<file path="src/rtl/core/table_driven_timed_sequencer_macros.svh">
// Assertion macros used by the sequencer controller.
`ifndef TABLE_DRIVEN_TIMED_SEQUENCER_MACROS_SVH
`define TABLE_DRIVEN_TIMED_SEQUENCER_MACROS_SVH

// Same-cycle implication, sampled on clk, off while arst_n is low.
`define TDTS_ASSERT_NOW(label, ante, cons) \
	label: assert property (@(posedge clk) disable iff (!arst_n) (ante) |-> (cons)) \
		else $error("sequencer check failed");

// Next-cycle implication, sampled on clk, off while arst_n is low.
`define TDTS_ASSERT_NEXT(label, ante, cons) \
	label: assert property (@(posedge clk) disable iff (!arst_n) (ante) |=> (cons)) \
		else $error("sequencer check failed");

`endif

</file>
<file path="src/rtl/core/tdts_pkg.sv">
// Shared types, command codes and sizes of the timed sequencer.
`default_nettype none

package tdts_pkg;

	// Default table depth
	localparam int NUM_STATES_DEF = 16;

	// Command codes (6 and 7 do nothing)
	localparam logic [2:0] CMD_TICK  = 3'd0;
	localparam logic [2:0] CMD_WRITE = 3'd1;
	localparam logic [2:0] CMD_START = 3'd2;
	localparam logic [2:0] CMD_FORCE = 3'd3;
	localparam logic [2:0] CMD_ALT   = 3'd4;
	localparam logic [2:0] CMD_DELAY = 3'd5;

	// One table entry as stored in the RAM
	typedef struct packed {
		logic [15:0] steps;
		logic [14:0] delay;
		logic [3:0]  primary;
		logic [3:0]  alternate;
		logic        has_action;
		logic        has_delay_event;
		logic [15:0] tag;
	} entry_t;

	localparam int ENTRY_W = $bits(entry_t);

	// Controller to datapath commands
	typedef struct packed {
		logic rd_en;     // read the table for a load
		logic rd_zero;   // load targets entry 0 (start)
		logic wr_en;     // write a table entry
		logic exec;      // request with no table read, apply now
		logic load;      // table data is valid, load it
		logic load_tick; // the load comes from a tick
	} ctl_t;

	// Datapath to controller status
	typedef struct packed {
		logic trans_due; // no steps and no delay left
	} sts_t;

endpackage

`default_nettype wire

</file>
<file path="src/rtl/core/tdts_ram.sv">
// Generic single-port-write, single-port-read RAM with registered read.
`default_nettype none

module tdts_ram #(
	parameter int WIDTH = 8,
	parameter int DEPTH = 16
) (
	input  wire logic                     clk,
	input  wire logic                     we,
	input  wire logic [$clog2(DEPTH)-1:0] waddr,
	input  wire logic [WIDTH-1:0]         wdata,
	input  wire logic                     re,
	input  wire logic [$clog2(DEPTH)-1:0] raddr,
	output logic      [WIDTH-1:0]         rdata
);

	logic [WIDTH-1:0] mem_q [DEPTH];

	// Write port and registered read port
	always_ff @(posedge clk) begin
		if (we) begin
			mem_q[waddr] <= wdata;
		end
		if (re) begin
			rdata <= mem_q[raddr];
		end
	end

endmodule

`default_nettype wire

</file>
<file path="src/rtl/core/tdts_ctrl.sv">
// Controller: accepts requests, sequences table loads, strobes results.
`default_nettype none

module tdts_ctrl
	import tdts_pkg::*;
(
	input  wire logic       clk,
	input  wire logic       arst_n,
	input  wire logic       start,
	input  wire logic [2:0] command,
	input  wire sts_t       sts,
	output ctl_t            ctl,
	output logic            busy,
	output logic            done
);

`include "table_driven_timed_sequencer_macros.svh"

	typedef enum logic {
		ST_IDLE,
		ST_LOAD
	} state_t;

	state_t state_q;
	logic   busy_q;
	logic   done_q;
	logic   load_tick_q;
	logic   accept;
	logic   is_load;

	// Request decode
	assign accept  = start && !busy_q;
	assign is_load = (command == CMD_START) || ((command == CMD_TICK) && sts.trans_due);

	// Commands to the datapath
	always_comb begin
		ctl           = '0;
		ctl.rd_en     = accept && is_load;
		ctl.rd_zero   = command == CMD_START;
		ctl.wr_en     = accept && (command == CMD_WRITE);
		ctl.exec      = accept && !is_load;
		ctl.load      = state_q == ST_LOAD;
		ctl.load_tick = load_tick_q;
	end

	// State and registered outputs
	always_ff @(posedge clk or negedge arst_n) begin
		if (!arst_n) begin
			state_q     <= ST_IDLE;
			busy_q      <= 1'b0;
			done_q      <= 1'b0;
			load_tick_q <= 1'b0;
		end else begin
			case (state_q)
				ST_IDLE: begin
					done_q <= accept && !is_load;
					if (accept && is_load) begin
						state_q     <= ST_LOAD;
						busy_q      <= 1'b1;
						load_tick_q <= command == CMD_TICK;
					end
				end
				ST_LOAD: begin
					state_q <= ST_IDLE;
					busy_q  <= 1'b0;
					done_q  <= 1'b1;
				end
				default: begin
					state_q <= ST_IDLE;
					busy_q  <= 1'b0;
					done_q  <= 1'b0;
				end
			endcase
		end
	end

	assign busy = busy_q;
	assign done = done_q;

	// A load request blocks the next cycle and holds its result back
	`TDTS_ASSERT_NEXT(a_load_blocks, accept && is_load, busy_q && !done_q)
	// The load state is followed by a result with busy low
	`TDTS_ASSERT_NEXT(a_load_done, state_q == ST_LOAD, done_q && !busy_q)
	// A request with no table read gives its result right after acceptance
	`TDTS_ASSERT_NEXT(a_exec_done, accept && !is_load, done_q && !busy_q)

endmodule

`default_nettype wire

</file>
<file path="src/rtl/core/tdts_dp.sv">
// Datapath: state table, current-entry registers and event outputs.
`default_nettype none

module tdts_dp
	import tdts_pkg::*;
#(
	parameter int NUM_STATES = NUM_STATES_DEF
) (
	input  wire logic               clk,
	input  wire logic               arst_n,
	input  wire ctl_t               ctl,
	output sts_t                    sts,
	input  wire logic [2:0]         command,
	input  wire logic [3:0]         entry_index,
	input  wire logic [15:0]        entry_steps,
	input  wire logic [14:0]        entry_delay,
	input  wire logic [3:0]         entry_primary_next,
	input  wire logic [3:0]         entry_alternate_next,
	input  wire logic               entry_has_action,
	input  wire logic               entry_has_delay_event,
	input  wire logic [15:0]        entry_cycle_tag,
	input  wire logic signed [15:0] new_delay,
	output logic                    action_fired,
	output logic                    delay_event_fired,
	output logic [3:0]              event_state,
	output logic [3:0]              current_state,
	output logic signed [16:0]      steps_left,
	output logic [14:0]             delay_left,
	output logic [15:0]             current_cycle_tag,
	output logic                    alternate_pending
);

	localparam int AW = $clog2(NUM_STATES);

	// Current entry
	logic [3:0]         cur_index_q;
	logic signed [16:0] cur_steps_q;
	logic [14:0]        cur_delay_q;
	logic [3:0]         cur_prim_q;
	logic [3:0]         cur_alt_q;
	logic               cur_act_q;
	logic               cur_dev_q;
	logic [15:0]        cur_tag_q;
	logic               alt_req_q;
	// Load target and event outputs
	logic [3:0]         load_idx_q;
	logic               act_q;
	logic               dev_q;
	logic [3:0]         ev_state_q;

	logic [3:0]         nxt_raw;
	logic [3:0]         nxt_mod;
	logic [3:0]         rd_idx;
	logic               idx_ok;
	entry_t             wr_entry;
	entry_t             rd_entry;
	logic [ENTRY_W-1:0] rd_data;

	// Next target reduced into the table range
	always_comb begin
		nxt_raw = alt_req_q ? cur_alt_q : cur_prim_q;
		nxt_mod = nxt_raw;
		for (int i = 0; i < 8; i++) begin
			if (32'(nxt_mod) >= NUM_STATES) begin
				nxt_mod = nxt_mod - 4'(NUM_STATES);
			end
		end
	end

	assign rd_idx        = ctl.rd_zero ? 4'd0 : nxt_mod;
	assign idx_ok        = 32'(entry_index) < NUM_STATES;
	assign sts.trans_due = (cur_steps_q[16] || (cur_steps_q == '0)) && (cur_delay_q == '0);

	// Entry to store
	always_comb begin
		wr_entry.steps           = entry_steps;
		wr_entry.delay           = entry_delay;
		wr_entry.primary         = entry_primary_next;
		wr_entry.alternate       = entry_alternate_next;
		wr_entry.has_action      = entry_has_action;
		wr_entry.has_delay_event = entry_has_delay_event;
		wr_entry.tag             = entry_cycle_tag;
	end

	tdts_ram #(
		.WIDTH(ENTRY_W),
		.DEPTH(NUM_STATES)
	) u_table (
		.clk  (clk),
		.we   (ctl.wr_en && idx_ok),
		.waddr(AW'(entry_index)),
		.wdata(wr_entry),
		.re   (ctl.rd_en),
		.raddr(AW'(rd_idx)),
		.rdata(rd_data)
	);

	assign rd_entry = entry_t'(rd_data);

	// Current entry update and event capture
	always_ff @(posedge clk or negedge arst_n) begin
		if (!arst_n) begin
			cur_index_q <= '0;
			cur_steps_q <= '0;
			cur_delay_q <= '0;
			cur_prim_q  <= '0;
			cur_alt_q   <= '0;
			cur_act_q   <= 1'b0;
			cur_dev_q   <= 1'b0;
			cur_tag_q   <= '0;
			alt_req_q   <= 1'b0;
			load_idx_q  <= '0;
			act_q       <= 1'b0;
			dev_q       <= 1'b0;
			ev_state_q  <= '0;
		end else begin
			if (ctl.rd_en) begin
				load_idx_q <= rd_idx;
			end
			if (ctl.exec) begin
				act_q      <= 1'b0;
				dev_q      <= 1'b0;
				ev_state_q <= cur_index_q;
				case (command)
					CMD_TICK: begin
						if (!cur_steps_q[16] && (cur_steps_q != '0)) begin
							act_q       <= cur_act_q;
							cur_steps_q <= cur_steps_q - 17'sd1;
						end else begin
							// delay is known to be nonzero here
							cur_delay_q <= cur_delay_q - 15'd1;
							if ((cur_delay_q == 15'd1) && cur_dev_q) begin
								dev_q     <= 1'b1;
								cur_dev_q <= 1'b0;
							end
						end
					end
					CMD_FORCE: begin
						cur_steps_q <= '0;
					end
					CMD_ALT: begin
						alt_req_q <= 1'b1;
					end
					CMD_DELAY: begin
						if (!new_delay[15] && (new_delay != '0)) begin
							cur_delay_q <= new_delay[14:0];
						end
					end
					default: begin
					end
				endcase
			end
			if (ctl.load) begin
				cur_index_q <= load_idx_q;
				cur_delay_q <= rd_entry.delay;
				cur_prim_q  <= rd_entry.primary;
				cur_alt_q   <= rd_entry.alternate;
				cur_act_q   <= rd_entry.has_action;
				cur_dev_q   <= rd_entry.has_delay_event;
				cur_tag_q   <= rd_entry.tag;
				alt_req_q   <= 1'b0;
				if (ctl.load_tick) begin
					// old delay event and new action may both fire
					cur_steps_q <= $signed({1'b0, rd_entry.steps}) - 17'sd1;
					act_q       <= rd_entry.has_action;
					dev_q       <= cur_dev_q;
					ev_state_q  <= (rd_entry.has_action || !cur_dev_q) ? load_idx_q
						: cur_index_q;
				end else begin
					cur_steps_q <= $signed({1'b0, rd_entry.steps});
					act_q       <= 1'b0;
					dev_q       <= 1'b0;
					ev_state_q  <= load_idx_q;
				end
			end
		end
	end

	assign action_fired      = act_q;
	assign delay_event_fired = dev_q;
	assign event_state       = ev_state_q;
	assign current_state     = cur_index_q;
	assign steps_left        = cur_steps_q;
	assign delay_left        = cur_delay_q;
	assign current_cycle_tag = cur_tag_q;
	assign alternate_pending = alt_req_q;

endmodule

`default_nettype wire

</file>
<file path="src/rtl/core/table_driven_timed_sequencer.sv">
// Top level of the table-driven timed sequencer.
//
// Requests enter on start with command and the entry/delay fields; a request
// is taken at a clock edge where start is high and busy is low. Every request
// gives exactly one result, shown for one cycle with done high; the receiver
// cannot stall, so results must be taken as they appear.
// Write, force, alternate, set-delay and ticks that only count steps or
// delay give done in the cycle after acceptance and keep busy low, so such
// requests may follow every cycle. A start, or a tick that moves to the
// next state, reads the state table: busy is high for one cycle and done
// rises as busy falls again. The single read port of the table RAM, with
// its registered read, is why such a request passes through a load state.
// Reset clears the current state (index 0, zero steps, delay and tag) and the
// alternate request; table contents are undefined until written, so entries
// must be written before start or a transition reaches them.
`default_nettype none

module table_driven_timed_sequencer
	import tdts_pkg::*;
#(
	parameter int NUM_STATES = NUM_STATES_DEF
) (
	input  wire logic               clk,
	input  wire logic               arst_n,
	input  wire logic               start,
	output logic                    busy,
	input  wire logic [2:0]         command,
	input  wire logic [3:0]         entry_index,
	input  wire logic [15:0]        entry_steps,
	input  wire logic [14:0]        entry_delay,
	input  wire logic [3:0]         entry_primary_next,
	input  wire logic [3:0]         entry_alternate_next,
	input  wire logic               entry_has_action,
	input  wire logic               entry_has_delay_event,
	input  wire logic [15:0]        entry_cycle_tag,
	input  wire logic signed [15:0] new_delay,
	output logic                    done,
	output logic                    action_fired,
	output logic                    delay_event_fired,
	output logic [3:0]              event_state,
	output logic [3:0]              current_state,
	output logic signed [16:0]      steps_left,
	output logic [14:0]             delay_left,
	output logic [15:0]             current_cycle_tag,
	output logic                    alternate_pending
);

	ctl_t ctl;
	sts_t sts;

	tdts_ctrl u_ctrl (
		.clk    (clk),
		.arst_n (arst_n),
		.start  (start),
		.command(command),
		.sts    (sts),
		.ctl    (ctl),
		.busy   (busy),
		.done   (done)
	);

	tdts_dp #(
		.NUM_STATES(NUM_STATES)
	) u_dp (
		.clk                  (clk),
		.arst_n               (arst_n),
		.ctl                  (ctl),
		.sts                  (sts),
		.command              (command),
		.entry_index          (entry_index),
		.entry_steps          (entry_steps),
		.entry_delay          (entry_delay),
		.entry_primary_next   (entry_primary_next),
		.entry_alternate_next (entry_alternate_next),
		.entry_has_action     (entry_has_action),
		.entry_has_delay_event(entry_has_delay_event),
		.entry_cycle_tag      (entry_cycle_tag),
		.new_delay            (new_delay),
		.action_fired         (action_fired),
		.delay_event_fired    (delay_event_fired),
		.event_state          (event_state),
		.current_state        (current_state),
		.steps_left           (steps_left),
		.delay_left           (delay_left),
		.current_cycle_tag    (current_cycle_tag),
		.alternate_pending    (alternate_pending)
	);

endmodule

`default_nettype wire

</file>
<file path="config.mk">
export PLATFORM = sky130hd
export DESIGN_NAME = table_driven_timed_sequencer
export DESIGN_NICKNAME = d
export VERILOG_FILES = /design/src/rtl/core/tdts_pkg.sv /design/src/rtl/core/tdts_ram.sv /design/src/rtl/core/tdts_ctrl.sv /design/src/rtl/core/tdts_dp.sv /design/src/rtl/core/table_driven_timed_sequencer.sv
export VERILOG_INCLUDE_DIRS = /design/src /design/src/rtl/core
export SDC_FILE = /design/constraint.sdc
export NUM_CORES = 1
export LEC_CHECK = 0
export BUFFER_PORTS_ARGS = -buffer_cell sky130_fd_sc_hd__buf_2
export CELL_PAD_IN_SITES_DETAIL_PLACEMENT = 1
export CELL_PAD_IN_SITES_GLOBAL_PLACEMENT = 1
export CORE_ASPECT_RATIO = 0.75
export CORE_MARGIN = 10
export CORE_UTILIZATION = 55
export DETAILED_ROUTE_END_ITERATION = 8
export GPL_TIMING_DRIVEN = 0
export PLACE_DENSITY = 0.81
export SLEW_MARGIN = 20
export SYNTH_ARGS = -nofsm -noshare
export SYNTH_HDL_FRONTEND = slang
export SYNTH_SLANG_ARGS = --single-unit
</file>
<file path="constraint.sdc">
create_clock -name clk -period 11.45 [get_ports clk]
set_input_delay 2.8625 -clock clk [delete_from_list [all_inputs] [get_ports clk]]
set_output_delay 2.8625 -clock clk [all_outputs]
set_load 0.05 [all_outputs]
</file>
Yosys cells after proc, flatten, opt, wreduce, memory -nomap -nowiden
Memory sizes are Yosys's and may differ from the RTL's. A register that Yosys moved wholly into a read port is not among the register bits.
Index checks and enable logic that the tools add are counted.

storage, ports and cells
  register bits after elaboration = 77
  memory bits (writable) = 912
  input port bits = 83
  output and inout port bits = 61
  logic and storage cells = 108
  memories = 1

memories
  name                depth  width  read ports  clocked after Yosys merged registers in  wr ports  line            source
  u_dp.u_table.mem_q  16     57     1           1                                        1         tdts_ram.sv:17  logic [WIDTH-1:0] mem_q [DEPTH];

cells by class
  add/sub/neg operators = 3
  eq/ne operators = 11
  mux-type cells = 42
  bitwise gates (word level) = 1
  reductions and logical operators = 33

operators by type and width
  kind                   count
  $mux 17                4
  $mux 15                4
  $pmux 17 s2            1
  $pmux 15 s2            1
  $mux 4                 6
  $mux 1                 23
  $logic_not 17->1       1
  $reduce_bool 17->1     1
  $sub 16x1->17 const B  1
  $sub 17x2->17 const B  1
  $reduce_bool 16->1     1
  $eq 15x1->1 const B    1
  $logic_not 15->1       1
  $sub 15x1->15 const B  1
  $logic_and 1x1->1      9
  $reduce_and 4->1       2
  $reduce_bool 2->1      4
  $eq 3x2->1 const B     2
  $eq 3x3->1 const B     2
  $pmux 1 s2             3
  $reduce_bool 3->1      2
  $logic_not 1->1        5
  $reduce_and 2->1       2
  $eq 3x1->1 const B     1
  other kinds (9)        11

Longest topological paths before layout
Gate-level depths: netlist (run 1).

  depth in word-level cells = 9
  gate-level depth with buffers = 10
  depth with buffers taken out = 8

Cells and area by module
A second synthesis (run 1) with hierarchy kept.

second synthesis, totals
  cell total of the unflattened synthesis = 1926
  area total of the unflattened synthesis = 40294.9 µm²

by module, submodules not included
  module     times used  cells an instance  area each (µm²)  sequential area each (µm²)
  tdts_ram   1           1470               35823.1          29097.9
  tdts_dp    1           437                4245.3           1826.8
  tdts_ctrl  1           19                 226.5            100.1

Least setup slack after synthesis (run 1)
No wires, ideal clock.

  path type = input-to-reg
  start point = input port command[1]
  end point = memory u_dp.u_table.mem_q[0][0] in the netlist's numbering (enable)
  library setup time = 0.543 ns
  arrival time = 7.442 ns
  data required time = 10.907 ns
  setup slack = 3.466 ns
  cell stages on the path = 5
  buffers on the path = 1
  cell sequence = buf_2 > nand2b_1 > nor4_1 > nand2b_1 > nor3_1

between the ends
  word-level cells in the longest chain between the ends = 4

RTL lines
  element                       line                                source
  from (decl)                   table_driven_timed_sequencer.sv:27  input wire logic [2:0] command,
  $eq 3x1->1                    tdts_ctrl.sv:40                     ctl.wr_en = accept && (command == CMD_WRITE);
  $logic_and 1x1->1             tdts_ctrl.sv:40
  $mux 1                        tdts_ram.sv:21                      if (we) begin
  $mux 1 (not written as such)  tdts_ram.sv:22                      mem_q[waddr] <= wdata;
  to (decl)                     tdts_ram.sv:17

Every way passes these cells.

Final worst setup path (run 1)
  start point = input port command[1]
  end point = register u_dp.u_table.rdata[41], read port of u_dp.u_table.mem_q (data pin)

between the ends
  word-level cells in the longest chain between the ends = 4
  elaborated cells between the ends (all ways) = 6
  those cells by class = 1 x eq/ne; 1 x mux; 4 x reduce/logical

RTL lines
  element            line             source
  $logic_not 3->1    tdts_ctrl.sv:33  assign is_load = (command == CMD_START) || ((command == CMD_TICK) && sts.trans_due);
  $logic_and 1x1->1  tdts_ctrl.sv:33
  $logic_or 1x1->1   tdts_ctrl.sv:33
  $logic_and 1x1->1  tdts_ctrl.sv:38  ctl.rd_en = accept && is_load;
  to (decl)          tdts_ram.sv:14   output logic [WIDTH-1:0] rdata

Several ways; a longest one is shown, not always the timed one.
A chain may end at the register's enable or synchronous reset.

==> metrics.yaml, run 1 <==
clocking:
  ctsHoldBuffers: 0
  cts_made_buffers: 98
  cts.sinks: 1046
  clk_latency_ns: 0.69
  post_cts_resized: 0
  htreeDepth: 3
  cts_tree: "done"
  clk_path_buf_depth: 3
  root_buffer: "clkbuf_16"
  clk_pin_slew_ns: 0.06
  cts_setup_buffers: 0
cells_and_area:
  area_delta_synth_final_pct: 15.7
  final_common_cell: "edfxtp_1"
  drive_above_1_share_pct: 18.8
  layout_common_cells: "969 x edfxtp_1, 199 x buf_2, 181 x mux2i_1"
  final_nets: 2835
detailed_routing:
  wire_per_inst_um: 36.7
  ant_nets: 0
  postRouteWirelength_um: 140000
  first_pass_iters: 6
  drc: 0
  drt_iter0_drc: 4061
  dr_total_vias: 27135
  vias_per_cell: 7.13
floorplanning:
  die_y_um: 257
  initial_core_util_pct: 55.8
  ios: 144
  core_area_sq_um: 73700
  rows: 86
  dieArea_sq_um: 86200
  fp.dieW_um: 336
timing:
  relSlewSlack_pct: 20.3
  hold_viol: 0
  skew_ns: 0.0291
  setup_viol: 0
  finalSetupTns_ns: 0
  min_period_ns: 5.82
  maxSlewViolCount: 0
  min_period_over_period_pct: 50.8
  fmax_ghz: 0.172
  holdWs_ns: 0.484
  rsz0062_at_grt: "no"
  tightest_slew_ns: 1.20
critical_path:
  crit_path_max_fanout: 10
  crit_type: "primary input to flop"
  cp_common_cell: "clkbuf_1"
  cp_cell_sequence: "buf_2 > nor3b_4 > nor2_1 > buf_4 > clkbuf_1 > clkbuf_1 > a2111o_1"
  start_kind: "primary input"
  crit_slowest_cell: "clkbuf_1"
  slowest_delay_ns: 0.79
  worstPathRequired_ns: 11.95
  crit_path_end_kind: "flop"
  worstPathArrival_ns: 6.32
global_route:
  grt_pass1_vias: 28599
  antenna_found_initial: 10
  grt_overflow: 0
  grt_pass1_wl_um: 200000
  grt_usage_pct: 31.6
  grt_max_degree: 59
yosys:
  synth_fa_ha_area_share_pct: 0.152
  synth_edf_count: 969
  synth_top_flop_cell: "edfxtp_1"
  synthTopCellsByArea: "edfxtp_1 71%, dfrtp_1 4.7%, mux2i_1 4.4%, o221ai_1 3.6%, o22ai_1 1.8%"
  synth-xor-area-share_pct: 0.405
  synth_top_cell_area_share_pct: 70.8
  synth-compound-area-share_pct: 11.8
  synth_simple_gate_area_share_pct: 4.56
  ys_warn_count: 0
  synthDistinctLibCells: 86
  syn-num-nets: 2521
  synth_area_sq_um: 41100
  ys_seq_area_share_pct: 75.5
  synth_top_family_by_area: "compound AO/OA/AOI/OAI gates"
  async_reset_ff_share_pct: 7.36
  synthMuxAreaShare_pct: 5.38
  yosys.area.top_type: "edfxtp_1"
  avgSynthCellArea_sq_um: 16.9
  synth_cells: 2433
  ys_seq_elements: 1046
power_and_ir_drop:
  power_leakage_nw: 15.9
  vdd_drop_max_mv: 0.141
  power_density_nw_per_um2: 228
outcome:
  status: "finished clean"
placed_design:
  io_buffers: 141
  dp_hpwl_um: 92600
  routabilityCongestion: 0.898
worst_hold_path:
  hp-class: "flop to flop"
run:
  maxCapViolCount: 0
## power breakdown
part | switching [W] | internal, W | total (W)
Clock | 0.00145 | 0.00183 | 0.00327
Sequential | 0.000101 | 0.00431 | 0.00442
Combinational | 0.00223 | 0.000935 | 0.00316
Total | 0.00378 | 0.00708 | 0.0109
## per-layer routing
layer	global-route usage [%]	share of wire, %
met5	0	0.012
met4	14.0	4.5
met3	7.34	11
met2	51.0	48
met1	40.8	37
## synthesized netlist by cell type (4+ instances only)
library cell / number
dfrtp_1: 77
and3_1: 57
buf_6: 19
o221ai_1: 171
xor2_1: 11
a21oi_1: 77
and2_1: 7
nand4_1: 13
xnor2_1: 8
buf_1: 13
buf_2: 58
edfxtp_1: 969
o22ai_1: 115
nor2b_1: 4
o211ai_1: 13
nand2_1: 29
a211oi_1: 49
or4_1: 8
a2111o_1: 57
ha_1: 5
nor2_1: 48
buf_4: 11
o41ai_2: 4
a31oi_1: 6
o21ai_0: 86
a22oi_1: 4
nand2b_1: 8
nor3_1: 81
inv_1: 8
nand3_1: 8
nor4_1: 19
o31ai_1: 4
nor4b_1: 4
a211oi_2: 10
mux2_2: 32
clkbuf_1: 63
or3_1: 9
a41oi_1: 9
mux2i_1: 181
o21ai_1: 12
## final timing paths
kind | start | to | slack, ns | cells after the start
hold / removal | u_dp.u_table.rdata[33]$_DFFE_PP_ | u_dp.delay_left[7]$_DFFE_PN0P_ | 0.48 | 2
min in group asynchronous | arst_n | u_dp.steps_left[8]$_DFFE_PN0P_ | 2.04 | 1
setup / recovery | command[1] | u_dp.u_table.rdata[41]$_DFFE_PP_ | 5.63 | 7
hold reg to reg | u_dp.u_table.rdata[33]$_DFFE_PP_ | u_dp.delay_left[7]$_DFFE_PN0P_ | 0.48 | 2
setup reg to reg | u_dp.alternate_pending$_DFFE_PN0P_ | u_dp.u_table.rdata[41]$_DFFE_PP_ | 7.38 | 7
max in group asynchronous | arst_n | u_dp.delay_left[4]$_DFFE_PN0P_ | 8.73 | 2
## critical path: cells and delay by family
family / cells / cell delay [ns]
simple gates: 2 / 0.87
buf+inv: 4 / 2.15
compound gates: 1 / 0.42
## layout make-up
cell class | count | area (sq um)
clock inverters | 55 | 531
fillers | 6403 | 26200
clock buffers | 125 | 2630
plain buffers | 166 | 887
repair buffers | 214 | 1940
well taps | 968 | 1210
flip-flops and latches | 1046 | 31000
multi-input cells | 1211 | 9280
diodes | 9 | 22.5
inverters | 10 | 37.5
## flip-flops by register name, summed over array words and instances, names as in the netlist
name	count
u_dp.cur_dev_q	1
u_dp.u_table.rdata	57
u_dp.cur_prim_q	4
u_dp.cur_alt_q	4
u_dp.current_state	4
u_dp.current_cycle_tag	16
u_dp.load_idx_q	4
u_ctrl.busy	1
u_dp.cur_act_q	1
u_dp.u_table.mem_q	912
u_ctrl.state_q	1
u_dp.steps_left	17
u_dp.delay_event_fired	1
u_ctrl.load_tick_q	1
u_ctrl.done	1
u_dp.alternate_pending	1
u_dp.delay_left	15
u_dp.action_fired	1
u_dp.event_state	4
## stage by stage
step | util, % | power [W] | instance area (sq um) | cells | setup WS, ns
after global placement | 58.4 | 0.00731 | 43000 | 3542 | -1.30
after detailed placement | 60.2 | 0.00749 | 44400 | 3615 | 5.22
final | 64.5 | 0.0109 | 47600 | 3804 | 5.63
after global routing | 64.5 | 0.0111 | 47500 | 3800 | 5.74
after floorplan | - | 0.00629 | 41100 | 2433 | 3.47
after CTS | 64.5 | 0.0108 | 47500 | 3795 | 5.84
## kinds of logic after synthesis
kind of cell / Yosys count
buffers and inverters: 176
adder cells (fa/ha/maj): 5
AND/OR/NAND/NOR: 325
AO/OA/AOI/OAI: 646
flip-flops: 1046
XOR/XNOR: 19
multiplexers: 216
No activity file was read; power rests on OpenSTA's default activity.
==> run 2, diff against run 1 <==
--- a/config.mk
+++ b/config.mk
@@ -6,15 +6,16 @@
 export SDC_FILE = /design/constraint.sdc
 export NUM_CORES = 1
 export LEC_CHECK = 0
+export ABC_AREA = 1
 export BUFFER_PORTS_ARGS = -buffer_cell sky130_fd_sc_hd__buf_2
 export CELL_PAD_IN_SITES_DETAIL_PLACEMENT = 1
 export CELL_PAD_IN_SITES_GLOBAL_PLACEMENT = 1
 export CORE_ASPECT_RATIO = 0.75
 export CORE_MARGIN = 10
-export CORE_UTILIZATION = 55
+export CORE_UTILIZATION = 51
 export DETAILED_ROUTE_END_ITERATION = 8
 export GPL_TIMING_DRIVEN = 0
-export PLACE_DENSITY = 0.81
+export PLACE_DENSITY = 0.8
 export SLEW_MARGIN = 20
 export SYNTH_ARGS = -nofsm -noshare
 export SYNTH_HDL_FRONTEND = slang
==> constraint.sdc (replaced) <==
create_clock -name clk -period 5.6 [get_ports clk]
set_input_delay 1.4 -clock clk [delete_from_list [all_inputs] [get_ports clk]]
set_output_delay 1.4 -clock clk [all_outputs]
set_load 0.05 [all_outputs]
==> metrics.yaml, run 2 <==
outcome:
  status: "finished clean"
clocking:
  htreeDepth: 3
  cts_tree: "done"
  cts.sinks: 1046
  clk_latency_ns: 0.70
  cts_setup_buffers: 0
  clk_pin_slew_ns: 0.06
  clk_path_buf_depth: 3
  cts_made_buffers: 100
  ctsHoldBuffers: 0
  root_buffer: "clkbuf_16"
  post_cts_resized: 0
critical_path:
  crit_type: "primary input to flop"
  worstPathArrival_ns: 4.00
  crit_path_max_fanout: 23
  start_kind: "primary input"
  worstPathRequired_ns: 5.96
  crit_path_end_kind: "flop"
floorplanning:
  fp.dieW_um: 358
  dieArea_sq_um: 97700
  initial_core_util_pct: 51.7
  ios: 144
  core_area_sq_um: 84400
  rows: 92
  die_y_um: 273
yosys:
  syn-num-nets: 3691
  synth_fa_ha_area_share_pct: 0.143
  ys_seq_elements: 1046
  synth_simple_gate_area_share_pct: 10.8
  synth_cells: 3603
  synth_top_family_by_area: "compound AO/OA/AOI/OAI gates"
  synth_top_cell_area_share_pct: 66.7
  yosysMostFrequentCell: "edfxtp_1"
  synthTopCellsByArea: "edfxtp_1 67%, o211ai_1 7.9%, nand2_1 6.1%, dfrtp_1 4.4%, inv_1 3.5%"
  synth_edf_count: 969
  ys_warn_count: 0
  synthMuxAreaShare_pct: 0
  synth_top_flop_cell: "edfxtp_1"
  synth_area_sq_um: 43600
  synthTopCellsByCount: "969 x edfxtp_1, 708 x nand2_1, 460 x o211ai_1, 404 x inv_1, 290 x nand3_1"
  ys_seq_area_share_pct: 71.2
  synth-xor-area-share_pct: 0.181
  avgSynthCellArea_sq_um: 12.1
  async_reset_ff_share_pct: 7.36
  synth-compound-area-share_pct: 11.7
  synthDistinctLibCells: 39
  yosys.area.top_type: "edfxtp_1"
placed_design:
  io_buffers: 143
  placedCellCount: 4923
  routabilityCongestion: 0.887
  dp_hpwl_um: 106000
  pre_cts_slack_ns: 1.35
power_and_ir_drop:
  vdd_drop_max_mv: 0.244
  p_total_w: 0.0157
  power_density_nw_per_um2: 311
  power_leakage_nw: 18.9
timing:
  finalSetupTns_ns: 0
  maxSlewViolCount: 0
  relSlewSlack_pct: 21.8
  fmax_ghz: 0.275
  min_period_ns: 3.63
  rsz0062_at_grt: "no"
  tightest_slew_ns: 1.17
  post-route-worst-setup-slack_ns: 1.97
  hold_viol: 0
  setup_viol: 0
  skew_ns: 0.0323
  min_period_over_period_pct: 64.9
detailed_routing:
  first_pass_iters: 6
  postRouteWirelength_um: 158000
  wire_per_inst_um: 30.8
  vias_per_cell: 6.40
  dr_total_vias: 32730
  drt_iter0_drc: 4748
  drc: 0
  ant_nets: 0
global_route:
  grt_pass1_vias: 34198
  antenna_found_initial: 16
  grt_max_degree: 54
  grt_overflow: 0
  grt_pass1_wl_um: 229000
  grt_usage_pct: 31.7
worst_hold_path:
  hp-class: "flop to flop"
cells_and_area:
  fill_cells: 8500
  final_nets: 3985
  final_common_cell: "edfxtp_1"
  area_delta_synth_final_pct: 15.4
  register_area_sq_um: 31000
  fin_cells: 5118
  finish.utilization_pct: 59.6
  drive_above_1_share_pct: 13.9
  largest_reg_flops: 912
  regMostFlops: "u_dp.u_table.mem_q"
  multi_input_area_sq_um: 10100
  layout_common_cells: "969 x edfxtp_1, 708 x nand2_1, 460 x o211ai_1"
run:
  maxCapViolCount: 0
-- run 2: cell count changes in the layout (fill, tap and decap cells not counted), moves of 71 or more --
cell,previous run,this run
nor3_1,76,5
inv_1,8,403
buf_2,199,298
o21ai_0,86,176
o22ai_1,115,4
nand2_1,29,708
mux2i_1,181,0
nand3_1,8,290
o221ai_1,171,0
o211ai_1,13,460
-- run 2: metal layers --
layer / global-route usage (%) / share of wire, %
met2: 50.3 / 47
met3: 6.95 / 11
met1: 42.3 / 38
met5: 0 / 0.039
met4: 13.0 / 4.2
-- run 2: cell families (layout without fill, tap and decap cells) --
| logic type | after synthesis | in the layout |
|---|---|---|
| adders and majority gates | 5 | 5 |
| AOI/OAI and AO/OA | 781 | 781 |
| and+or+nand+nor | 1129 | 1129 |
| xor gates and xnor gates | 9 | 9 |
| buffers and inverters | 633 | 1011 |
| other | 0 | 9 |
| DFF | 1046 | 1046 |
-- run 2: cell type report --
class                           instances  share of cell area (%)
Sequential cell                      1046                    61.7
Multi-Input combinational cell       1924                    20.0
Clock buffer                          131                    5.31
Timing Repair Buffer                  192                    3.78
Inverter                              410                    3.06
Tap cell                             1128                    2.80
Buffer                                223                    2.16
Clock inverter                         55                    1.15
Antenna cell                            9                  0.0448
-- run 2: worst paths after layout --
kind | startpoint | end | slack, ns | depth (start not counted)
max | command[1] | u_dp.u_table.mem_q[10][30]$_DFFE_PP_ | 1.97 | 6
min | u_dp.u_table.rdata[7]$_DFFE_PP_ | u_dp.current_cycle_tag[7]$_DFFE_PN0P_ | 0.45 | 2
max reg2reg | u_dp.delay_left[0]$_DFFE_PN0P_ | u_dp.u_table.rdata[7]$_DFFE_PP_ | 2.35 | 12
min reg2reg | u_dp.u_table.rdata[7]$_DFFE_PP_ | u_dp.current_cycle_tag[7]$_DFFE_PN0P_ | 0.45 | 2
max in group asynchronous | arst_n | u_dp.delay_left[7]$_DFFE_PN0P_ | 4.33 | 2
min in group asynchronous | arst_n | u_dp.event_state[1]$_DFFE_PN0P_ | 0.59 | 1
-- run 2: per-stage QoR --
stage / area, sq um / hold slack (ns)
final: 50300 / 0.452
after floorplan: 43600 / 0.425
after global placement: 45700 / 0.432
after CTS: 50300 / 0.456
after global routing: 50300 / 0.478
after detailed placement: 47000 / 0.442
-- run 2: power by group --
part           switching (W)  total [W]  internal (W)
Clock                0.00312    0.00692       0.00380
Sequential                 0    0.00852       0.00852
Combinational       0.000180   0.000214     0.0000339
Total                0.00330     0.0157        0.0124
-- run 2: critical path: stages --
cell and delay [ns]:
buf_2 0.14, nor4_2 0.77, nand3_1 0.56, nor2_4 0.64, buf_16 0.24, buf_12 0.20
